==> config.mk <==
export PLATFORM = sky130hd
export DESIGN_NAME = range_cache_block_presence_map_flat
export DESIGN_NICKNAME = d
export VERILOG_FILES = /design/src/design/rcbpm_pkg.sv /design/src/design/rcbpm_ifs.sv /design/src/design/range_cache_block_presence_map.sv /design/src/design/rcbpm_ram.sv /design/src/design/rcbpm_div.sv /design/src/flat_wrapper.sv
export SDC_FILE = /design/constraint.sdc
export NUM_CORES = 2
export LEC_CHECK = 0
export BUFFER_PORTS_ARGS = -buffer_cell sky130_fd_sc_hd__buf_4
export CAP_MARGIN = 15
export CORE_UTILIZATION = 49
export CTS_BUF_LIST = sky130_fd_sc_hd__clkbuf_16
export CTS_CLUSTER_DIAMETER = 80
export CTS_CLUSTER_SIZE = 10
export DETAILED_ROUTE_END_ITERATION = 8
export PLACE_DENSITY = 0.6
export SYNTH_ARGS = -nofsm -noshare
export SYNTH_HDL_FRONTEND = slang
export SYNTH_SLANG_ARGS = --single-unit
==> constraint.sdc <==
create_clock -name clk -period 11.8 [get_ports clk]
set_clock_uncertainty 0.2 [all_clocks]
set_input_delay 0 -clock clk [delete_from_list [all_inputs] [get_ports clk]]
set_output_delay 0 -clock clk [all_outputs]
set_load 0.01 [all_outputs]
==> src/design/rcbpm_pkg.sv <==
// Shared widths, codes and types of the range cache block presence map.
package rcbpm_pkg;

	localparam int MODE_W      = 2;
	localparam int POS_W       = 40;
	localparam int OBJ_SIZE_W  = 41;
	localparam int BLK_SIZE_W  = 33;
	localparam int BLK_COUNT_W = 13;
	localparam int CFG_IDX_W   = 2;
	localparam int CFG_DATA_W  = 41;

	localparam int MAX_BLOCKS_DEF = 4096;

	// The map is stored as rows of 64 presence bits.
	localparam int WORD_BITS = 64;
	localparam int WORD_LG   = 6;

	// The divider produces one quotient bit per step.
	localparam int DIV_STEPS = POS_W;
	localparam int DIV_CNT_W = 6;

	localparam logic [MODE_W-1:0] MODE_QUERY = 2'd0;
	localparam logic [MODE_W-1:0] MODE_MARK  = 2'd1;
	localparam logic [MODE_W-1:0] MODE_CLEAR = 2'd2;

	localparam logic [CFG_IDX_W-1:0] CFG_OBJ_SIZE  = 2'd0;
	localparam logic [CFG_IDX_W-1:0] CFG_BLK_SIZE  = 2'd1;
	localparam logic [CFG_IDX_W-1:0] CFG_BLK_COUNT = 2'd2;

	typedef logic [WORD_BITS-1:0] word_t;
	typedef logic [WORD_LG-1:0]   bitpos_t;
	typedef logic [POS_W-1:0]     pos_t;

	typedef struct packed {
		logic                  start;
		pos_t                  dividend;
		logic [BLK_SIZE_W-1:0] divisor;
	} div_req_t;

	typedef struct packed {
		logic done;
		pos_t quot;
	} div_rsp_t;

endpackage

==> src/design/rcbpm_ifs.sv <==
// Channel interfaces of the range cache block presence map.
interface rcbpm_req_if;
	logic                            valid;
	logic                            ready;
	logic [rcbpm_pkg::MODE_W-1:0]    mode;
	logic [rcbpm_pkg::POS_W-1:0]     first_pos;
	logic [rcbpm_pkg::POS_W-1:0]     last_pos;

	modport source(output valid, output mode, output first_pos, output last_pos, input ready);
	modport sink(input valid, input mode, input first_pos, input last_pos, output ready);
endinterface

interface rcbpm_rsp_if;
	logic valid;
	logic ready;
	logic all_present;

	modport source(output valid, output all_present, input ready);
	modport sink(input valid, input all_present, output ready);
endinterface

interface rcbpm_cfg_if;
	logic                              valid;
	logic                              ready;
	logic [rcbpm_pkg::CFG_IDX_W-1:0]   index;
	logic [rcbpm_pkg::CFG_DATA_W-1:0]  data;

	modport source(output valid, output index, output data, input ready);
	modport sink(input valid, input index, input data, output ready);
endinterface

==> src/design/range_cache_block_presence_map.sv <==
// Top level of the range cache block presence map: sequencer, registers and map storage.
//
// The block keeps one presence bit per block of a cached object, stored as rows of
// 64 bits in a single RAM. It handles one transaction at a time and is not ready
// while it works. A query takes two passes of the shared 40-step divider and then
// reads each 64-bit map row that the range touches; it stops at the first row
// with a missing block. A query that falls outside the object or has a reversed
// range or zero block size answers without using the divider. A mark reads and
// then writes back each row that it touches. A clear sweeps every row, one per
// cycle. After reset the same clearing pass runs before the first transaction is
// accepted; configuration writes are taken at any time. Every transaction returns
// exactly one result, which sits in an output register, so the next transaction
// can be accepted while that result still waits to be taken.
module range_cache_block_presence_map #(
	parameter int MAX_BLOCKS = rcbpm_pkg::MAX_BLOCKS_DEF
) (
	input  logic              clk,
	input  logic              arst_n,
	rcbpm_req_if.sink         req,
	rcbpm_rsp_if.source       rsp,
	rcbpm_cfg_if.sink         cfg
);

	localparam int ROWS   = (MAX_BLOCKS + rcbpm_pkg::WORD_BITS - 1) / rcbpm_pkg::WORD_BITS;
	localparam int ROW_AW = (ROWS > 1) ? $clog2(ROWS) : 1;
	localparam int IDX_W  = ROW_AW + rcbpm_pkg::WORD_LG;

	localparam logic [2:0] ST_CLEAR  = 3'd0;
	localparam logic [2:0] ST_IDLE   = 3'd1;
	localparam logic [2:0] ST_PREP   = 3'd2;
	localparam logic [2:0] ST_DIV_LO = 3'd3;
	localparam logic [2:0] ST_DIV_HI = 3'd4;
	localparam logic [2:0] ST_READ   = 3'd5;
	localparam logic [2:0] ST_CHECK  = 3'd6;
	localparam logic [2:0] ST_DONE   = 3'd7;

	logic [2:0]                             state_q;
	logic [rcbpm_pkg::MODE_W-1:0]           mode_q;
	rcbpm_pkg::pos_t                        first_q;
	rcbpm_pkg::pos_t                        last_q;
	logic [IDX_W-1:0]                       lo_q;
	logic [IDX_W-1:0]                       hi_q;
	logic [ROW_AW-1:0]                      row_q;
	logic                                   hit_q;
	logic                                   clr_item_q;
	logic                                   out_valid_q;
	logic                                   out_hit_q;
	logic [rcbpm_pkg::OBJ_SIZE_W-1:0]       obj_size_q;
	logic [rcbpm_pkg::BLK_SIZE_W-1:0]       blk_size_q;
	logic [rcbpm_pkg::BLK_COUNT_W-1:0]      blk_count_q;

	rcbpm_pkg::div_req_t                    div_req;
	rcbpm_pkg::div_rsp_t                    div_rsp;

	rcbpm_pkg::pos_t                        n_blocks;
	rcbpm_pkg::pos_t                        n_last;
	rcbpm_pkg::pos_t                        mark_hi;
	logic                                   query_bad;
	logic                                   mark_none;
	logic                                   last_row;

	rcbpm_pkg::bitpos_t                     lo_bit;
	rcbpm_pkg::bitpos_t                     hi_bit;
	rcbpm_pkg::word_t                       row_mask;
	rcbpm_pkg::word_t                       rdata;
	rcbpm_pkg::word_t                       wdata;
	logic                                   ram_we;
	logic                                   ram_re;

	// Configuration registers. Writes are only expected while the block is idle.
	assign cfg.ready = 1'b1;

	always_ff @(posedge clk or negedge arst_n) begin
		if (!arst_n) begin
			obj_size_q  <= rcbpm_pkg::OBJ_SIZE_W'(1);
			blk_size_q  <= rcbpm_pkg::BLK_SIZE_W'(1);
			blk_count_q <= '0;
		end else if (cfg.valid) begin
			unique case (cfg.index)
				rcbpm_pkg::CFG_OBJ_SIZE: begin
					obj_size_q <= cfg.data[rcbpm_pkg::OBJ_SIZE_W-1:0];
				end
				rcbpm_pkg::CFG_BLK_SIZE: begin
					blk_size_q <= cfg.data[rcbpm_pkg::BLK_SIZE_W-1:0];
				end
				rcbpm_pkg::CFG_BLK_COUNT: begin
					blk_count_q <= cfg.data[rcbpm_pkg::BLK_COUNT_W-1:0];
				end
				default: begin
				end
			endcase
		end
	end

	// Blocks in use: the configured count, limited to what the map can hold.
	assign n_blocks = (rcbpm_pkg::POS_W'(blk_count_q) > rcbpm_pkg::POS_W'(MAX_BLOCKS))
		? rcbpm_pkg::POS_W'(MAX_BLOCKS) : rcbpm_pkg::POS_W'(blk_count_q);
	assign n_last   = n_blocks - rcbpm_pkg::POS_W'(1);

	// A query misses at once when it reaches past the object, is reversed, or the
	// block size is zero.
	assign query_bad = ({1'b0, last_q} >= obj_size_q) || (first_q > last_q)
		|| (blk_size_q == '0);

	// A mark is clipped to the blocks in use; nothing is left if it starts past them.
	assign mark_none = (n_blocks == '0) || (first_q > last_q) || (first_q > n_last);
	assign mark_hi   = (last_q > n_last) ? n_last : last_q;

	// Bits of the current row that the block range covers.
	always_comb begin
		lo_bit = (row_q == lo_q[IDX_W-1:rcbpm_pkg::WORD_LG])
			? lo_q[rcbpm_pkg::WORD_LG-1:0] : '0;
		hi_bit = (row_q == hi_q[IDX_W-1:rcbpm_pkg::WORD_LG])
			? hi_q[rcbpm_pkg::WORD_LG-1:0] : '1;
		for (int j = 0; j < rcbpm_pkg::WORD_BITS; j++) begin
			row_mask[j] = (rcbpm_pkg::bitpos_t'(j) >= lo_bit)
				&& (rcbpm_pkg::bitpos_t'(j) <= hi_bit);
		end
	end

	assign last_row = (row_q == hi_q[IDX_W-1:rcbpm_pkg::WORD_LG]);

	// The divider takes the first byte when leaving the decode step and the last byte
	// as soon as the first quotient is in.
	assign div_req.start    = ((state_q == ST_PREP) && (mode_q == rcbpm_pkg::MODE_QUERY)
		&& !query_bad) || ((state_q == ST_DIV_LO) && div_rsp.done);
	assign div_req.dividend = (state_q == ST_PREP) ? first_q : last_q;
	assign div_req.divisor  = blk_size_q;

	rcbpm_div u_div (
		.clk    (clk),
		.arst_n (arst_n),
		.req    (div_req),
		.rsp    (div_rsp)
	);

	// Map storage: zero rows during a clearing pass, read-modify-write for a mark.
	assign ram_re = (state_q == ST_READ);
	assign ram_we = (state_q == ST_CLEAR)
		|| ((state_q == ST_CHECK) && (mode_q == rcbpm_pkg::MODE_MARK));
	assign wdata  = (state_q == ST_CLEAR) ? '0 : (rdata | row_mask);

	rcbpm_ram #(
		.WIDTH (rcbpm_pkg::WORD_BITS),
		.DEPTH (ROWS),
		.AW    (ROW_AW)
	) u_map (
		.clk   (clk),
		.we    (ram_we),
		.waddr (row_q),
		.wdata (wdata),
		.re    (ram_re),
		.raddr (row_q),
		.rdata (rdata)
	);

	assign req.ready       = (state_q == ST_IDLE);
	assign rsp.valid       = out_valid_q;
	assign rsp.all_present = out_hit_q;

	always_ff @(posedge clk or negedge arst_n) begin
		if (!arst_n) begin
			state_q     <= ST_CLEAR;
			row_q       <= '0;
			clr_item_q  <= 1'b0;
			hit_q       <= 1'b0;
			out_valid_q <= 1'b0;
			out_hit_q   <= 1'b0;
		end else begin
			// The done step reloads the output register itself.
			if (out_valid_q && rsp.ready && (state_q != ST_DONE)) begin
				out_valid_q <= 1'b0;
			end
			unique case (state_q)
				ST_CLEAR: begin
					if (row_q == ROW_AW'(ROWS - 1)) begin
						row_q <= '0;
						hit_q <= 1'b0;
						state_q <= clr_item_q ? ST_DONE : ST_IDLE;
					end else begin
						row_q <= row_q + ROW_AW'(1);
					end
				end
				ST_IDLE: begin
					if (req.valid) begin
						state_q <= ST_PREP;
					end
				end
				ST_PREP: begin
					hit_q <= 1'b0;
					priority if (mode_q == rcbpm_pkg::MODE_QUERY) begin
						state_q <= query_bad ? ST_DONE : ST_DIV_LO;
					end else if (mode_q == rcbpm_pkg::MODE_MARK) begin
						row_q   <= first_q[IDX_W-1:rcbpm_pkg::WORD_LG];
						state_q <= mark_none ? ST_DONE : ST_READ;
					end else if (mode_q == rcbpm_pkg::MODE_CLEAR) begin
						row_q      <= '0;
						clr_item_q <= 1'b1;
						state_q    <= ST_CLEAR;
					end else begin
						state_q <= ST_DONE;
					end
				end
				ST_DIV_LO: begin
					if (div_rsp.done) begin
						state_q <= ST_DIV_HI;
					end
				end
				ST_DIV_HI: begin
					if (div_rsp.done) begin
						if (div_rsp.quot >= n_blocks) begin
							state_q <= ST_DONE;
						end else begin
							row_q   <= lo_q[IDX_W-1:rcbpm_pkg::WORD_LG];
							hit_q   <= 1'b1;
							state_q <= ST_READ;
						end
					end
				end
				ST_READ: begin
					state_q <= ST_CHECK;
				end
				ST_CHECK: begin
					if ((mode_q == rcbpm_pkg::MODE_QUERY) && ((rdata & row_mask) != row_mask)) begin
						hit_q   <= 1'b0;
						state_q <= ST_DONE;
					end else if (last_row) begin
						state_q <= ST_DONE;
					end else begin
						row_q   <= row_q + ROW_AW'(1);
						state_q <= ST_READ;
					end
				end
				ST_DONE: begin
					// Hand the result over once the output register is free.
					if (!out_valid_q || rsp.ready) begin
						out_valid_q <= 1'b1;
						out_hit_q   <= hit_q;
						clr_item_q  <= 1'b0;
						state_q     <= ST_IDLE;
					end
				end
				default: begin
					state_q <= ST_IDLE;
				end
			endcase
		end
	end

	// Item fields and block range bounds; these need no reset.
	always_ff @(posedge clk) begin
		if ((state_q == ST_IDLE) && req.valid) begin
			mode_q  <= req.mode;
			first_q <= req.first_pos;
			last_q  <= req.last_pos;
		end
		if ((state_q == ST_PREP) && (mode_q == rcbpm_pkg::MODE_MARK)) begin
			lo_q <= first_q[IDX_W-1:0];
			hi_q <= mark_hi[IDX_W-1:0];
		end
		if ((state_q == ST_DIV_LO) && div_rsp.done) begin
			lo_q <= div_rsp.quot[IDX_W-1:0];
		end
		if ((state_q == ST_DIV_HI) && div_rsp.done) begin
			hi_q <= div_rsp.quot[IDX_W-1:0];
		end
	end

endmodule

==> src/design/rcbpm_ram.sv <==
// Generic single-write, single-read RAM with registered read data.
module rcbpm_ram #(
	parameter int WIDTH = rcbpm_pkg::WORD_BITS,
	parameter int DEPTH = rcbpm_pkg::MAX_BLOCKS_DEF / rcbpm_pkg::WORD_BITS,
	parameter int AW    = (DEPTH > 1) ? $clog2(DEPTH) : 1
) (
	input  logic             clk,
	input  logic             we,
	input  logic [AW-1:0]    waddr,
	input  logic [WIDTH-1:0] wdata,
	input  logic             re,
	input  logic [AW-1:0]    raddr,
	output logic [WIDTH-1:0] rdata
);

	logic [WIDTH-1:0] mem_q [DEPTH];

	always_ff @(posedge clk) begin
		if (we) begin
			mem_q[waddr] <= wdata;
		end
		if (re) begin
			rdata <= mem_q[raddr];
		end
	end

endmodule

==> src/design/rcbpm_div.sv <==
// Restoring divider that yields one quotient bit per clock cycle.
module rcbpm_div (
	input  logic                clk,
	input  logic                arst_n,
	input  rcbpm_pkg::div_req_t req,
	output rcbpm_pkg::div_rsp_t rsp
);

	logic                                busy_q;
	logic                                done_q;
	logic [rcbpm_pkg::DIV_CNT_W-1:0]     cnt_q;
	rcbpm_pkg::pos_t                     dq_q;
	logic [rcbpm_pkg::BLK_SIZE_W-1:0]    rem_q;
	logic [rcbpm_pkg::BLK_SIZE_W-1:0]    div_q;
	logic [rcbpm_pkg::BLK_SIZE_W:0]      trial;
	logic                                fits;

	// Shift in the next dividend bit and try the subtraction.
	assign trial = {rem_q, dq_q[rcbpm_pkg::POS_W-1]};
	assign fits  = (trial >= {1'b0, div_q});

	always_ff @(posedge clk or negedge arst_n) begin
		if (!arst_n) begin
			busy_q <= 1'b0;
			done_q <= 1'b0;
			cnt_q  <= '0;
		end else begin
			// Done is raised for one cycle after the last step.
			done_q <= busy_q && !req.start
				&& (cnt_q == rcbpm_pkg::DIV_CNT_W'(rcbpm_pkg::DIV_STEPS - 1));
			if (req.start) begin
				busy_q <= 1'b1;
				cnt_q  <= '0;
			end else if (busy_q) begin
				cnt_q <= cnt_q + rcbpm_pkg::DIV_CNT_W'(1);
				if (cnt_q == rcbpm_pkg::DIV_CNT_W'(rcbpm_pkg::DIV_STEPS - 1)) begin
					busy_q <= 1'b0;
				end
			end
		end
	end

	always_ff @(posedge clk) begin
		if (req.start) begin
			dq_q  <= req.dividend;
			div_q <= req.divisor;
			rem_q <= '0;
		end else if (busy_q) begin
			dq_q  <= {dq_q[rcbpm_pkg::POS_W-2:0], fits};
			rem_q <= fits ? rcbpm_pkg::BLK_SIZE_W'(trial - {1'b0, div_q})
				: trial[rcbpm_pkg::BLK_SIZE_W-1:0];
		end
	end

	assign rsp.done = done_q;
	assign rsp.quot = dq_q;

endmodule

==> src/flat_wrapper.sv <==
// flat-port wrapper written by rule: the top's interface ports become plain ports
module range_cache_block_presence_map_flat 
#(
	parameter int MAX_BLOCKS = rcbpm_pkg::MAX_BLOCKS_DEF
)
  (clk, arst_n, req_valid, req_mode, req_first_pos, req_last_pos, req_ready, rsp_valid, rsp_all_present, rsp_ready, cfg_valid, cfg_index, cfg_data, cfg_ready);
  rcbpm_req_if req_i ();
  rcbpm_rsp_if rsp_i ();
  rcbpm_cfg_if cfg_i ();
  input  logic clk;
  input  logic arst_n;
  input wire logic [$bits(req_i.valid)-1:0] req_valid;
  input wire logic [$bits(req_i.mode)-1:0] req_mode;
  input wire logic [$bits(req_i.first_pos)-1:0] req_first_pos;
  input wire logic [$bits(req_i.last_pos)-1:0] req_last_pos;
  output wire logic [$bits(req_i.ready)-1:0] req_ready;
  output wire logic [$bits(rsp_i.valid)-1:0] rsp_valid;
  output wire logic [$bits(rsp_i.all_present)-1:0] rsp_all_present;
  input wire logic [$bits(rsp_i.ready)-1:0] rsp_ready;
  input wire logic [$bits(cfg_i.valid)-1:0] cfg_valid;
  input wire logic [$bits(cfg_i.index)-1:0] cfg_index;
  input wire logic [$bits(cfg_i.data)-1:0] cfg_data;
  output wire logic [$bits(cfg_i.ready)-1:0] cfg_ready;
  assign req_i.valid = req_valid;
  assign req_i.mode = req_mode;
  assign req_i.first_pos = req_first_pos;
  assign req_i.last_pos = req_last_pos;
  assign req_ready = req_i.ready;
  assign rsp_valid = rsp_i.valid;
  assign rsp_all_present = rsp_i.all_present;
  assign rsp_i.ready = rsp_ready;
  assign cfg_i.valid = cfg_valid;
  assign cfg_i.index = cfg_index;
  assign cfg_i.data = cfg_data;
  assign cfg_ready = cfg_i.ready;
  range_cache_block_presence_map #(.MAX_BLOCKS(MAX_BLOCKS)) u_core (.clk(clk), .arst_n(arst_n), .req(req_i), .rsp(rsp_i), .cfg(cfg_i));
endmodule
Word-level counts from Yosys, hierarchy flattened. Memory sizes are Yosys's and may differ from the RTL's. A register that Yosys moved wholly into a read port is not among the register bits. Cells that the tools add are included. Widths: inputs -> output; s select.

$lt $le $gt $ge: 135. Reductions and logical operators: 104. Eq/ne operators: 30. Bitwise operators: 2. Multiplexer cells: 57. $add $sub $neg: 4.

Operators by type and width (count): $ge 6x6->1 const A (32); $le 6x6->1 const A (32); $gt 40x40->1 (3); $mux 40 (3); $ge 5x6->1 const A (16); $le 5x6->1 const A (16); $logic_and 1x1->1 (76); $mux 6 (12); $and 64x64->64 (1); $mux 64 (1); $ne 64x64->1 (1); $or 64x64->64 (1); $mux 12 (5); $ge 4x6->1 const A (8); $le 4x6->1 const A (8); $ge 40x41->1 (1); $ge 40x40->1 (1); $logic_not 40->1 (1); $ge 34x33->1 (1); $logic_not 33->1 (1); $mux 3 (11); $mux 33 (1); $sub 33x33->33 (1); $ge 3x6->1 const A (4); 34 further kinds (95).

Bits in registers: 320. Memories: 1. Input bits: 130. Word-level logic and storage cells: 353. Output and inout port bits: 4. Bits in writable memories: 4096.

Memories: u_core.u_map.mem_q (depth 64, bits a word 64, rd ports 1, clocked after memory_dff 1, write ports 1, RTL line rcbpm_ram.sv:16) `logic [WIDTH-1:0] mem_q [DEPTH];`.

Depth between registers and ports, before layout.
Depth after elaboration: 9. Gate-level depth with buffers: 20. Depth with buffers taken out: 16.

Cells and area by module. From an unflattened synthesis, not the netlist that was laid out.

Cell total of the unflattened synthesis: 8980. Area total of the unflattened synthesis: 179243.2 sq um.

Modules (own cells, without submodules): rcbpm_ram (cells each 6598, times used 1, area an instance 156990.6 sq um, sequential area each 124919.8 sq um); range_cache_block_presence_map (cells each 1742, times used 1, area an instance 15651.3 sq um, sequential area each 5688.0 sq um); rcbpm_div (cells each 640, times used 1, area an instance 6601.3 sq um, sequential area each 3052.9 sq um).

Least setup slack after synthesis. Ideal clock, no wire load.

Path kind: register -> register. Start point: register u_core.row_q[0]. End point: memory u_core.u_map.mem_q[12][0] (netlist name) (enable). Slack: 6.148 ns. Buffers on the path: 4. Arrival: 4.965 ns. Setup time: 0.487 ns. Cell stages (with the launch flop): 8. Period minus slack after synthesis: 5.652 ns. Required time: 11.113 ns. Path through: dfrtp_1 > clkbuf_1 > nor3_1 > clkbuf_1 > buf_1 > buf_1 > nand2_1 > nor2_1.

RTL lines: start, declared (RTL line range_cache_block_presence_map.sv:43) `logic [ROW_AW-1:0] row_q;`; start signal, assigned (RTL line range_cache_block_presence_map.sv:181) `row_q <= row_q + ROW_AW'(1);`; start signal, assigned (RTL line range_cache_block_presence_map.sv:194) `row_q <= first_q[IDX_W-1:rcbpm_pkg::WORD_LG];`; start signal, assigned (RTL line range_cache_block_presence_map.sv:214) `row_q <= lo_q[IDX_W-1:rcbpm_pkg::WORD_LG];`; end, declared (RTL line rcbpm_ram.sv:16).

No word-level cell before the write port.

Worst setup path in the final report.
Start point: register u_core.row_q[2]. End point: memory u_core.u_map.mem_q[20][31] (netlist name) (enable).

No word-level cell before the write port.

==> impl_metrics.tcl <==
set metrics [dict create \
    detailedPlacementHpwl_um 304000 \
    crit_slowest_cell "buf_4" \
    worst-slew-pin-transition_ps 1350 \
    syn_to_final_growth_pct 15.5 \
    yosysTopAreaCellShare_pct 76.7 \
    nets 11000 \
    core_area_um2 344000 \
    ys.flop_type "edfxtp_1" \
    maxSlewViolCount 0 \
    cts_resized 0 \
    finalNonFillerCells 15300 \
    r2r_cells 7 \
    fin_crit_ps 5650 \
    synth_cell_types 89 \
    p_total_mw 45.0 \
    arrival_ps 6100 \
    hp-class "primary input to flop" \
    leakage_nw 60.9 \
    drt_iter0_drc 16300 \
    syn_inst 9942 \
    grt_setup_unrepaired "no" \
    wirelength_um 582000 \
    vias_per_cell 6.93 \
    grt_pass1_wl_um 804000 \
    clk_path_buf_depth 4 \
    cts.clk_slew.worst_paths_ps 60 \
    fin_crit_sh_pct 47.9 \
    antenna_found_initial 21 \
    first_pass_iters 6 \
    path_max_fanout 39 \
    vias 106000 \
    critPathMaxStageDelay_ps 800 \
    io_pins 134 \
    crit_family "buffers and inverters" \
    rr_endpoint "u_core.u_map.mem_q[20][31]" \
    met1_length_um 222000 \
    nFillCells 25500 \
    grt_pass1_vias 102000 \
    crit_path_start_kind "flop" \
    r2r_start "u_core.row_q[2]" \
    netlist_area_um2 170000 \
    die_h_um 591 \
    rows 215 \
    clock_sinks 4480 \
    synth_seq_cells 4480 \
    finalSetupViolCount 0 \
    io_buffers 132 \
    wl_met2_um 267000 \
    yosys_warnings 0 \
    die_w_um 591 \
    crit_chain "inv_1 -> nor3_2 -> buf_4 -> nand2_1 -> nor2_4 -> buf_4 -> buf_4" \
    dp.cells 14300 \
    grt.overflow.total 0 \
    clock_latency_ps 1040 \
    relSlewSlack_pct 9.69 \
    max_freq_mhz 177 \
    ctsRootBufferMaster "clkbuf_16" \
    ir_drop_v 0.000180 \
    track_usage_pct 32.7 \
    status "finished, final reports clean" \
    syn_area_per_cell_um2 17.1 \
    synth-edff-count 4339 \
    cts_made_buffers 520 \
    drv_cap 0 \
    dpl_cell_area_um2 178000 \
    met3_length_um 65700 \
    wl_per_cell_um 38.0 \
    drc 0 \
    dieArea_um2 349000 \
    min_path_cells 3 \
    h-tree-depth 6 \
    yosys.area.top_type "edfxtp_1" \
    synth_area_leaders "edfxtp_1 (77%), a22oi_1 (7.0%), dfrtp_1 (1.6%), ha_1 (1.5%), a221oi_1 (1.4%)" \
    cp_common_cell "buf_4" \
    cp.required_ps 12250 \
    rrSetupSlack_ps 6150 \
    drive_gt1_share_pct 12.2 \
    synth_seq_area_share_pct 78.7 \
    final_hold_viol_count 0 \
    min_from "req_last_pos[39]" \
    grt_max_degree 130 \
    critPathCaptureType "flop" \
    fin_area_um2 196000 \
    critPathKind "flop to flop" \
    power_density_nw_per_um2 229 \
    routed.top_layer "met5" \
    ant_nets 0 \
    finalSetupTns_ps 0 \
    cts_setup_buffers 0 \
    crit_buf_inv 4 \
    whs_ps 43.9 \
    start_util_pct 49.4 \
    cts_tree "done" \
    synthArstFlopShare_pct 2.41 \
    gp_congestion 0.902 \
    synth.net_count 10300 \
    hold_end "u_core.last_q[39]" \
]
## cells in the final DEF (no fill, tap or decap), types with 61 or more instances in the layout
cell type / synthesis / final
clkbuf_16: 0 / 529
a22o_1: 254 / 254
nor4_1: 88 / 88
inv_1: 173 / 216
mux2_2: 70 / 70
nand4_1: 166 / 166
nor2_4: 0 / 115
buf_4: 4 / 409
dfrtp_1: 106 / 104
a21o_1: 61 / 61
ha_1: 209 / 209
a31oi_1: 224 / 224
a22oi_1: 1586 / 1586
nor2_1: 366 / 249
dlygate4sd3_1: 0 / 346
nand2_1: 232 / 226
o21ai_0: 122 / 122
edfxtp_1: 4339 / 4339
a221oi_1: 267 / 267
a21oi_1: 301 / 288
nand3_1: 113 / 112
a41oi_1: 161 / 161
## sequential cells by signal, summed over array words and instances, names as in the netlist, 13 cells and up
name / count
u_core.first_q: 40
u_core.u_map.mem_q: 4096
u_core.u_div.div_q: 33
u_core.last_q: 40
u_core.u_div.rem_q: 33
u_core.obj_size_q: 41
u_core.u_div.dq_q: 40
u_core.blk_size_q: 33
u_core.blk_count_q: 13
u_core.u_map.rdata: 64
## what timing repair did
item / CTS / global route
hold endpoints to repair: 365 / 0
hold buffers: 347 / 0
setup endpoints to repair: 0 / 0
## report_power, final
part           leakage, nW  total (mW)  switching (mW)  internal (mW)
clock                 7.11        14.1            6.11           7.99
sequential            39.6        20.0           0.560           19.4
combinational         14.2        10.9            7.81           3.12
total                 60.9        45.0            14.5           30.5
## cells by family (layout without fill, tap and decap cells)
logic type / count (synthesis) / in the layout / share of synthesized area (%)
buffers and inverters: 801 / 1612 / 1.79
muxes: 88 / 88 / 0.572
xor gates and xnor gates: 47 / 47 / 0.262
adders and majority gates: 210 / 210 / 1.55
AOI/OAI and AO/OA: 3175 / 3175 / 13.8
DFF: 4480 / 4480 / 78.7
and+or+nand+nor: 1140 / 1140 / 3.29
other: 1 / 18 / 0.00221
## worst min-delay path, cell delays in order
cell and delay [ps]:
dlygate4sd3_1 530, buf_4 110, dlygate4sd3_1 530
## worst max path at each step
| stage | cells past startpoint | end | slack (ps) | startpoint |
|---|---|---|---|---|
| after global placement | 7 | u_core.u_map.mem_q[20][31] | 6350 | u_core.row_q[2] |
| after CTS | 7 | u_core.u_map.mem_q[20][31] | 6230 | u_core.row_q[2] |
| final | 7 | u_core.u_map.mem_q[20][31] | 6150 | u_core.row_q[2] |
| after detailed placement | 7 | u_core.u_map.mem_q[20][31] | 6290 | u_core.row_q[2] |
| after floorplan | 7 | u_core.u_map.mem_q[12][0] | 6150 | u_core.row_q[0] |
| after global routing | 11 | u_core.row_q[0] | 6120 | u_core.row_q[1] |
## layout make-up
cell class / count / area (um2) / share of cell area [%]
Sequential cell: 4480 / 134000 / 68.1
Tap cell: 4557 / 5700 / 2.91
Clock buffer: 529 / 13200 / 6.75
Multi-Input combinational cell: 4661 / 34300 / 17.5
Timing Repair Buffer: 811 / 7690 / 3.92
Inverter: 176 / 661 / 0.337
Clock inverter: 96 / 960 / 0.489
Antenna cell: 17 / 42.5 / 0.0217
## routing by layer
metal / vias to the layer above / track usage, %
li1: 42600 / -
met1: 55000 / 44.8
met2: 7288 / 51.0
met3: 1215 / 6.75
met4: 6 / 14.4
met5: - / 0.244
## cells in the mapped netlist, types with 33 or more instances
| cell | number |
|---|---|
| inv_1 | 173 |
| ha_1 | 209 |
| buf_1 | 100 |
| o21ai_0 | 122 |
| dfxtp_1 | 33 |
| a221oi_1 | 267 |
| mux2_2 | 70 |
| nor4_1 | 88 |
| dfrtp_1 | 106 |
| nor3_1 | 37 |
| a21o_1 | 61 |
| a41oi_1 | 161 |
| nand4_1 | 166 |
| a31oi_1 | 224 |
| nand3_1 | 113 |
| nor2_1 | 366 |
| nand2_1 | 232 |
| edfxtp_1 | 4339 |
| a22o_1 | 254 |
| clkbuf_1 | 510 |
| a22oi_1 | 1586 |
| a21oi_1 | 301 |
## stage by stage
stage	worst slack, ps	utilization (%)
CTS	6230	56.8
global placement	6350	51.7
global route	6120	57.0
detailed placement	6290	51.7
finish	6150	57.0
floorplan	6150	-
Power figures use the tool's default switching activity.
